--- src/rtl/core/hvn_pkg.sv ---
// hvn_pkg: shared types and constants of the heightmap vertex normal block
// no dependencies

package hvn_pkg;

  // configuration port
  localparam int CFG_DATA_W = 24;
  localparam int CFG_IDX_W  = 2;
  localparam logic [CFG_IDX_W-1:0] CFG_GRID_WIDTH  = 2'd0;
  localparam logic [CFG_IDX_W-1:0] CFG_GRID_HEIGHT = 2'd1;
  localparam logic [CFG_IDX_W-1:0] CFG_SCALE_RECIP = 2'd2;

  localparam int SIZE_W   = 11;
  localparam int RECIP_W  = 24;
  localparam int HEIGHT_W = 24;
  localparam int ROW_W    = 10;
  localparam int OUT_W    = 16;

  // working vector component: wide enough for height differences and normal sums
  localparam int VEC_W = 26;
  typedef logic signed [VEC_W-1:0] comp_t;
  typedef struct packed {
    comp_t x;
    comp_t y;
    comp_t z;
  } vec_t;

  // y component of every face vector, -1.0 in Q.8
  localparam comp_t FACE_Y = -comp_t'(256);

endpackage

--- src/rtl/core/hvn_norm.sv ---
// hvn_norm: iterative vector normalizer (sum of squares, bit-pair root, restoring divide)
// depends on hvn_pkg

module hvn_norm #(
  parameter int FRAC_BITS = 14
) (
  input  logic                        clk,
  input  logic                        rst_n,
  input  logic                        start,
  input  hvn_pkg::vec_t               vec_in,
  output logic                        done,
  output logic signed [FRAC_BITS+1:0] nx,
  output logic signed [FRAC_BITS+1:0] ny,
  output logic signed [FRAC_BITS+1:0] nz
);

  localparam int FCW   = FRAC_BITS + 2;
  localparam int MAG_W = hvn_pkg::VEC_W - 1;
  localparam int SQ_W  = 2 * MAG_W + 2;
  localparam int RT_W  = SQ_W / 2;
  localparam int NUMW  = MAG_W + FRAC_BITS + 1;
  localparam int CNT_W = $clog2(NUMW + 1);

  localparam logic [2:0] N_IDLE = 3'd0;
  localparam logic [2:0] N_SQ   = 3'd1;
  localparam logic [2:0] N_ROOT = 3'd2;
  localparam logic [2:0] N_LOAD = 3'd3;
  localparam logic [2:0] N_DIV  = 3'd4;
  localparam logic [2:0] N_DONE = 3'd5;

  logic [2:0]            state_r;
  hvn_pkg::vec_t         vec_r;
  logic [CNT_W-1:0]      cnt_r;
  logic [1:0]            k_r;
  logic [2*MAG_W-1:0]    prod_r;
  logic [SQ_W-1:0]       sum_r;
  logic [SQ_W-1:0]       rad_r;
  logic [RT_W+1:0]       rem_r;
  logic [RT_W-1:0]       root_r;
  logic [NUMW-1:0]       num_r;
  logic [RT_W:0]         drem_r;
  logic [NUMW-1:0]       quo_r;
  logic signed [FCW-1:0] res_r [3];

  logic [1:0]            k_sel;
  hvn_pkg::comp_t        comp_sel;
  logic [MAG_W-1:0]      mag_sel;
  logic [SQ_W-1:0]       sum_full;
  logic [RT_W+1:0]       rt_rem;
  logic [RT_W+1:0]       rt_trial;
  logic [RT_W:0]         dv_rem;
  logic [RT_W:0]         dv_div;
  logic [NUMW-1:0]       quo_fin;
  logic [NUMW-1:0]       quo_neg;

  // component select and magnitude
  always_comb begin
    k_sel = (state_r == N_SQ) ? cnt_r[1:0] : k_r;
    case (k_sel)
      2'd1:    comp_sel = vec_r.y;
      2'd2:    comp_sel = vec_r.z;
      default: comp_sel = vec_r.x;
    endcase
    mag_sel = comp_sel[hvn_pkg::VEC_W-1] ? MAG_W'(-comp_sel) : MAG_W'(comp_sel);
  end

  // step datapaths
  always_comb begin
    sum_full = sum_r + SQ_W'(prod_r);
    rt_rem   = {rem_r[RT_W-1:0], rad_r[SQ_W-1 -: 2]};
    rt_trial = {root_r, 2'b01};
    dv_rem   = {drem_r[RT_W-1:0], num_r[NUMW-1]};
    dv_div   = {1'b0, root_r};
    quo_fin  = {quo_r[NUMW-2:0], (dv_rem >= dv_div)};
    quo_neg  = -quo_fin;
  end

  always_ff @(posedge clk) begin
    if (!rst_n) begin
      state_r <= N_IDLE;
      cnt_r   <= '0;
      k_r     <= '0;
    end else begin
      unique case (state_r)
        N_IDLE: begin
          if (start) begin
            vec_r   <= vec_in;
            cnt_r   <= '0;
            sum_r   <= '0;
            state_r <= N_SQ;
          end
        end
        // one square per cycle, accumulated in the next cycle
        N_SQ: begin
          if (cnt_r < CNT_W'(3)) begin
            prod_r <= mag_sel * mag_sel;
          end
          if (cnt_r != '0) begin
            sum_r <= sum_full;
          end
          if (cnt_r == CNT_W'(3)) begin
            cnt_r  <= '0;
            rad_r  <= sum_full;
            rem_r  <= '0;
            root_r <= '0;
            if (sum_full == '0) begin
              res_r[0] <= '0;
              res_r[1] <= '0;
              res_r[2] <= '0;
              state_r  <= N_DONE;
            end else begin
              state_r <= N_ROOT;
            end
          end else begin
            cnt_r <= cnt_r + 1'b1;
          end
        end
        // integer square root, two radicand bits per cycle
        N_ROOT: begin
          rad_r <= {rad_r[SQ_W-3:0], 2'b00};
          if (rt_rem >= rt_trial) begin
            rem_r  <= rt_rem - rt_trial;
            root_r <= {root_r[RT_W-2:0], 1'b1};
          end else begin
            rem_r  <= rt_rem;
            root_r <= {root_r[RT_W-2:0], 1'b0};
          end
          if (cnt_r == CNT_W'(RT_W - 1)) begin
            cnt_r   <= '0;
            k_r     <= '0;
            state_r <= N_LOAD;
          end else begin
            cnt_r <= cnt_r + 1'b1;
          end
        end
        // rounded numerator of the current component
        N_LOAD: begin
          num_r   <= (NUMW'(mag_sel) << FRAC_BITS) + NUMW'(root_r >> 1);
          drem_r  <= '0;
          quo_r   <= '0;
          cnt_r   <= '0;
          state_r <= N_DIV;
        end
        // restoring division, one quotient bit per cycle
        N_DIV: begin
          num_r <= {num_r[NUMW-2:0], 1'b0};
          quo_r <= quo_fin;
          drem_r <= (dv_rem >= dv_div) ? (dv_rem - dv_div) : dv_rem;
          if (cnt_r == CNT_W'(NUMW - 1)) begin
            cnt_r <= '0;
            res_r[k_r] <= comp_sel[hvn_pkg::VEC_W-1] ? FCW'(quo_neg) : FCW'(quo_fin);
            if (k_r == 2'd2) begin
              state_r <= N_DONE;
            end else begin
              k_r     <= k_r + 1'b1;
              state_r <= N_LOAD;
            end
          end else begin
            cnt_r <= cnt_r + 1'b1;
          end
        end
        N_DONE: begin
          state_r <= N_IDLE;
        end
        default: begin
          state_r <= N_IDLE;
        end
      endcase
    end
  end

  assign done = (state_r == N_DONE);
  assign nx   = res_r[0];
  assign ny   = res_r[1];
  assign nz   = res_r[2];

endmodule

--- config.mk ---
export PLATFORM = sky130hd
export DESIGN_NAME = hvn_norm
export DESIGN_NICKNAME = d
export VERILOG_FILES = /design/src/rtl/core/hvn_pkg.sv /design/src/rtl/core/hvn_norm.sv
export SDC_FILE = /design/constraint.sdc
export NUM_CORES = 2
export LEC_CHECK = 0
export BUFFER_PORTS_ARGS = -buffer_cell sky130_fd_sc_hd__clkbuf_2
export CAP_MARGIN = 30
export CORE_ASPECT_RATIO = 0.8
export CORE_MARGIN = 1
export CORE_UTILIZATION = 30
export DETAILED_ROUTE_END_ITERATION = 8
export GPL_TIMING_DRIVEN = 0
export SKIP_CTS_REPAIR_TIMING = 1
export SLEW_MARGIN = 20
export SYNTH_ARGS = -nofsm -noshare
export SYNTH_HDL_FRONTEND = slang
export SYNTH_SLANG_ARGS = --single-unit
--- constraint.sdc ---
create_clock -name clk -period 23.5 [get_ports clk]
set_input_delay 5.875 -clock clk [delete_from_list [all_inputs] [get_ports clk]]
set_output_delay 5.875 -clock clk [all_outputs]
set_load 0.01 [all_outputs]
# Word level (Yosys, flattened, before mapping)
# Memories as Yosys holds them, arrays and structs flattened.
# Index checks and enable logic that the tools add are counted.
# classes
n_addsub	8
multipliers	1
order_cmp	3
eq_ne	17
n_mux	47
reduce_logical	17
# ops
operator	n
$pmux 26 s2	4
$pmux 52 s2	2
$mux 52	3
$mux 26	4
$pmux 40 s2	1
$add 52x50->52	1
$logic_not 52->1	1
$sub 26x26->26	2
$mul 25x25->50	1
$add 39x25->40	1
$mux 16	2
$pmux 15 s2	1
$pmux 6 s5	1
$ge 28x28->1	1
$ge 27x26->1	1
$mux 25	1
$neg 25->25	1
$mux 6	4
$mux 3	6
$neg 16->16	1
$reduce_or 16->1	1
$pmux 3 s5	1
$reduce_and 4->1	3
$mux 1	11
other kinds (21)	38
# word_totals
regBits	376
ram_bits	48
wordCells	108
memories	1
# mem_list
memory	depth	width	read_ports	rd_ports_with_merged_regs	wr	line_no	rtl
res_r	3	16	3	0	3	hvn_norm.sv:43	logic signed [FCW-1:0] res_r [3];

# Depth between registers and ports, before layout
# logic_depth
depth_word	8
depth_mapped	49
mapped_depth_nobuf	45

# Worst setup path before layout
# OpenSTA, ideal clock, no wires.
# synth_timing
path_type	input to register
startpoint	input port rst_n
endpoint	register rad_r[0], enable pin
arrival_ps	10991
t_required_ps	22898
setup_slack_ps	11907
cell_stages	2
path_buffers	0
path_cell_list	inv_1 > a21oi_1
# synth_via
elab_chain_len	1
# synth_lines
item	line_no	rtl
start: declaration	hvn_norm.sv:8	input logic rst_n,
$reduce_and 3->1 (no source line)	n/a	
end signal: assignment	hvn_norm.sv:103	rad_r <= sum_full;
end signal: assignment	hvn_norm.sv:120	rad_r <= {rad_r[SQ_W-3:0], 2'b00};
end: declaration	hvn_norm.sv:37	logic [SQ_W-1:0] rad_r;
# No other way between the ends.
# A chain may end at the register's enable or synchronous reset.

# Worst setup path in the final report
# layout_timing
startpoint	register state_r[0]
endpoint	register prod_r[48], data pin
# layout_via
elab_chain_len	7
word_cells_on_any_way	8
cone_classes	add/sub: 1; mul: 1; eq/ne: 3; mux: 3
# layout_lines
item	line_no	rtl
start: declaration	hvn_norm.sv:31	logic [2:0] state_r;
start signal: assignment	hvn_norm.sv:80	state_r <= N_IDLE;
start signal: assignment	hvn_norm.sv:90	state_r <= N_SQ;
start signal: assignment	hvn_norm.sv:110	state_r <= N_DONE;
$eq 3x1->1 (*)	hvn_norm.sv:58	k_sel = (state_r == N_SQ) ? cnt_r[1:0] : k_r;
$mux 2 (*)	hvn_norm.sv:58	
$eq 2x2->1 / $eq 2x1->1 (equally long branches)	hvn_norm.sv:59	case (k_sel)
$pmux 26 s2 (*)	hvn_norm.sv:59	
net comp_sel[0]	hvn_norm.sv:46	hvn_pkg::comp_t comp_sel;
$neg 25->25	hvn_norm.sv:64	mag_sel = comp_sel[hvn_pkg::VEC_W-1] ? MAG_W'(-comp_sel) : MAG_W'(comp_sel);
$mux 25 (*)	hvn_norm.sv:64	
$mul 25x25->50 (*)	hvn_norm.sv:96	prod_r <= mag_sel * mag_sel;
end signal: assignment	hvn_norm.sv:96	
end: declaration	hvn_norm.sv:35	logic [2*MAG_W-1:0] prod_r;
# The timed path passes the listed nets; every way through them passes the cells marked *.

==> flow_metrics.py <==
metrics = {
    "final_layout": {
        "drive_gt1_share_pct": 7.46,
        "final_area_um2": 45400,
        "layout_common_cells": "701 x inv_1, 473 x fa_1, 455 x nor2_1",
        "syn_to_final_growth_pct": 12.1,
        "nets": 5145,
        "fin_util_pct": 33.9,
        "mostFrequentLayoutCell": "inv_1",
        "fill_cells": 13600,
    },
    "synth": {
        "synth_edf_count": 412,
        "synth_area_um2": 40500,
        "syn_inst": 4077,
        "yosys-top-cells-area": "edfxtp_1 31%, fa_1 23%, ha_1 9.5%",
        "ys_warn_count": 0,
        "ys_async_sr_fraction_pct": 0,
        "ys_seq_area_share_pct": 31.1,
        "syn_nets": 4937,
        "synth_flop_cell": "edfxtp_1",
        "ys_types": 97,
        "synth_top_area_share_pct": 30.6,
        "synth_area_per_cell_um2": 9.93,
        "synth_area_leader_cell": "edfxtp_1",
        "yosys_register_bits": 423,
    },
    "run_status": {
        "status": "finished clean",
    },
    "clock_tree": {
        "htreeDepth": 2,
        "clock_latency_ns": 0.62,
        "path_clk_slew_ns": 0.07,
        "clk_path_buf_depth": 3,
        "root_buffer": "clkbuf_16",
        "cts_tree": "built",
        "cts-buffers-inserted": 43,
        "cts_sinks": 423,
    },
    "global_route": {
        "grt-ovfl-total": 0,
        "grt_usage_pct": 17.0,
        "grt_max_degree": 53,
        "antenna_found_initial": 6,
        "grt_pass1_vias": 30100,
        "grt_pass1_wl_um": 177000,
    },
    "critical_path": {
        "r2r-start": "state_r[0]",
        "ff2ff_setup_slack_ns": 8.89,
        "critPathRequiredTime_ns": 23.85,
        "r2r_cells": 41,
        "crit_path_max_fanout": 12,
        "r2r_end": "prod_r[48]",
        "path_class": "reg2reg",
        "worstPathArrival_ns": 14.97,
        "crit_buf_inv": 8,
        "max_stage_delay_ns": 0.75,
        "slowest_stage": "buf_1",
        "worstSetupStartpointType": "flop",
        "critPathLaunch": "state_r[0]",
        "end_kind": "flop",
        "path_delay_family": "compound AO/OA/AOI/OAI gates",
    },
    "placement": {
        "post_dp_cell_area_um2": 43900,
        "place_congestion": 0.980,
        "io_buffers": 129,
        "place_hpwl_um": 95000,
    },
    "drt": {
        "drt-total-wl_um": 116000,
        "wire_per_inst_um": 19.0,
        "antenna_left": 0,
        "drc": 0,
        "via_per_inst": 4.89,
        "drt_iter0_drc": 2467,
        "vias": 29800,
        "drtPass1Iterations": 6,
    },
    "sta": {
        "rsz0062_at_grt": "no",
        "period_needed_ns": 14.61,
        "fin_crit_sh_pct": 62.2,
        "hold_viol": 0,
        "setup_viol": 0,
        "fmax_mhz": 68.4,
        "maxSlewViolCount": 0,
        "slew_headroom_pct": 26.9,
        "finalSetupTns_ns": 0,
        "worst_pin_slew_ns": 1.10,
        "fin_skew_ns": 0.0353,
    },
    "run": {
        "cap_violations": 0,
    },
    "floorplan": {
        "die_w_um": 413,
        "start_util_pct": 30.2,
        "die_area_um2": 136000,
        "die_y_um": 331,
        "pin_count": 130,
        "core_um2": 134000,
        "num_rows": 120,
    },
    "hold_path": {
        "hold_path_end": "rad_r[10]",
        "min_from": "rad_r[8]",
        "hp-class": "reg2reg",
        "min_path_cells": 2,
    },
}
synth_stat cells, drive strengths merged (5+ instances only):
| library cell | number |
|---|---|
| clkbuf | 110 |
| a221oi | 6 |
| nor2b | 24 |
| nor4 | 16 |
| and3 | 37 |
| xor2 | 64 |
| nand3 | 50 |
| and4 | 7 |
| nor3 | 49 |
| a211oi | 20 |
| nand2 | 358 |
| a21boi | 7 |
| o21ai | 169 |
| clkinv | 6 |
| xnor2 | 131 |
| nor2 | 458 |
| o31ai | 13 |
| a221o | 17 |
| nand2b | 16 |
| mux2i | 29 |
| fa | 473 |
| buf | 36 |
| o31a | 5 |
| and2 | 16 |
| o41ai | 7 |
| nand4 | 41 |
| a22oi | 8 |
| dfxtp | 11 |
| a31oi | 20 |
| a21o | 80 |
| or3 | 14 |
| a211o | 6 |
| nor3b | 5 |
| o21bai | 23 |
| inv | 704 |
| o211ai | 14 |
| a21oi | 214 |
| or2 | 17 |
| edfxtp | 412 |
| o21a | 24 |
| ha | 306 |
cell type report:
cell class                      count  area [um^2]  share of cell area (%)
Multi-Input combinational cell   2798        24700                    54.4
Sequential cell                   423        12600                    27.7
Inverter                          710         2670                    5.88
Tap cell                         1769         2210                    4.87
Timing Repair Buffer              163         1180                    2.60
Clock buffer                       49         1100                    2.42
Buffer                            146          598                    1.32
Clock inverter                     27          325                   0.716
Antenna cell                        6         15.0                  0.0331
worst max path at each step:
stage | end | cells past startpoint | slack, ns
3_3_place_gp | prod_r[47] | 39 | 8.09
5_1_grt | prod_r[48] | 41 | 8.21
6_report | prod_r[48] | 41 | 8.89
3_5_place_dp | prod_r[47] | 41 | 8.80
2_1_floorplan | rad_r[0] | 2 | 11.91
4_1_cts | prod_r[47] | 41 | 8.77
flip-flops by register name, summed over array words and instances, names as in the netlist:
register	cells
vec_r	78
rad_r	52
sum_r	52
prod_r	49
res_r	48
num_r	40
drem_r	26
rem_r	26
root_r	26
quo_r	15
cnt_r	6
state_r	3
k_r	2
kinds of logic (layout without fill, tap and decap cells):
kind of cell / Yosys count / count (layout) / synth area share, %
compound gates: 671 / 671 / 10.6
xor+xnor: 195 / 195 / 4.31
fa+ha+maj: 779 / 779 / 32.8
buf+inv: 856 / 1095 / 8.06
flops: 423 / 423 / 31.1
mux: 29 / 29 / 0.717
other cells: 0 / 6 / 0
simple gates: 1124 / 1124 / 12.3
worst reg2reg max path, delay by kind of cell (launching register included):
| kind | cells | cell delay [ns] |
|---|---|---|
| xor+xnor | 2 | 0.43 |
| simple gates | 7 | 1.75 |
| compound gates | 14 | 4.58 |
| flops | 1 | 0.36 |
| fa+ha+maj | 10 | 4.33 |
| buf+inv | 8 | 2.92 |
through the flow:
step                hold WS (ns)  setup slack [ns]  cells
CTS                        0.521              8.77   6078
global route               0.544              8.21   6086
finish                     0.521              8.89   6091
floorplan                  0.484             11.91   4077
global placement           0.499              8.09   5975
detailed placement         0.503              8.80   6002
layer usage:
| metal | vias up | track usage [%] | wire [um] |
|---|---|---|---|
| met3 | 151 | 6.15 | 12000 |
| met4 | 4 | 3.92 | 2510 |
| met1 | 14700 | 23.8 | 52700 |
| li1 | 13900 | - | - |
| met2 | 1072 | 24.8 | 48300 |
| met5 | - | 1.31 | 242 |
Power is not shown: default switching activity piles up to over one toggle a cycle in this logic, so the estimate is an artifact.
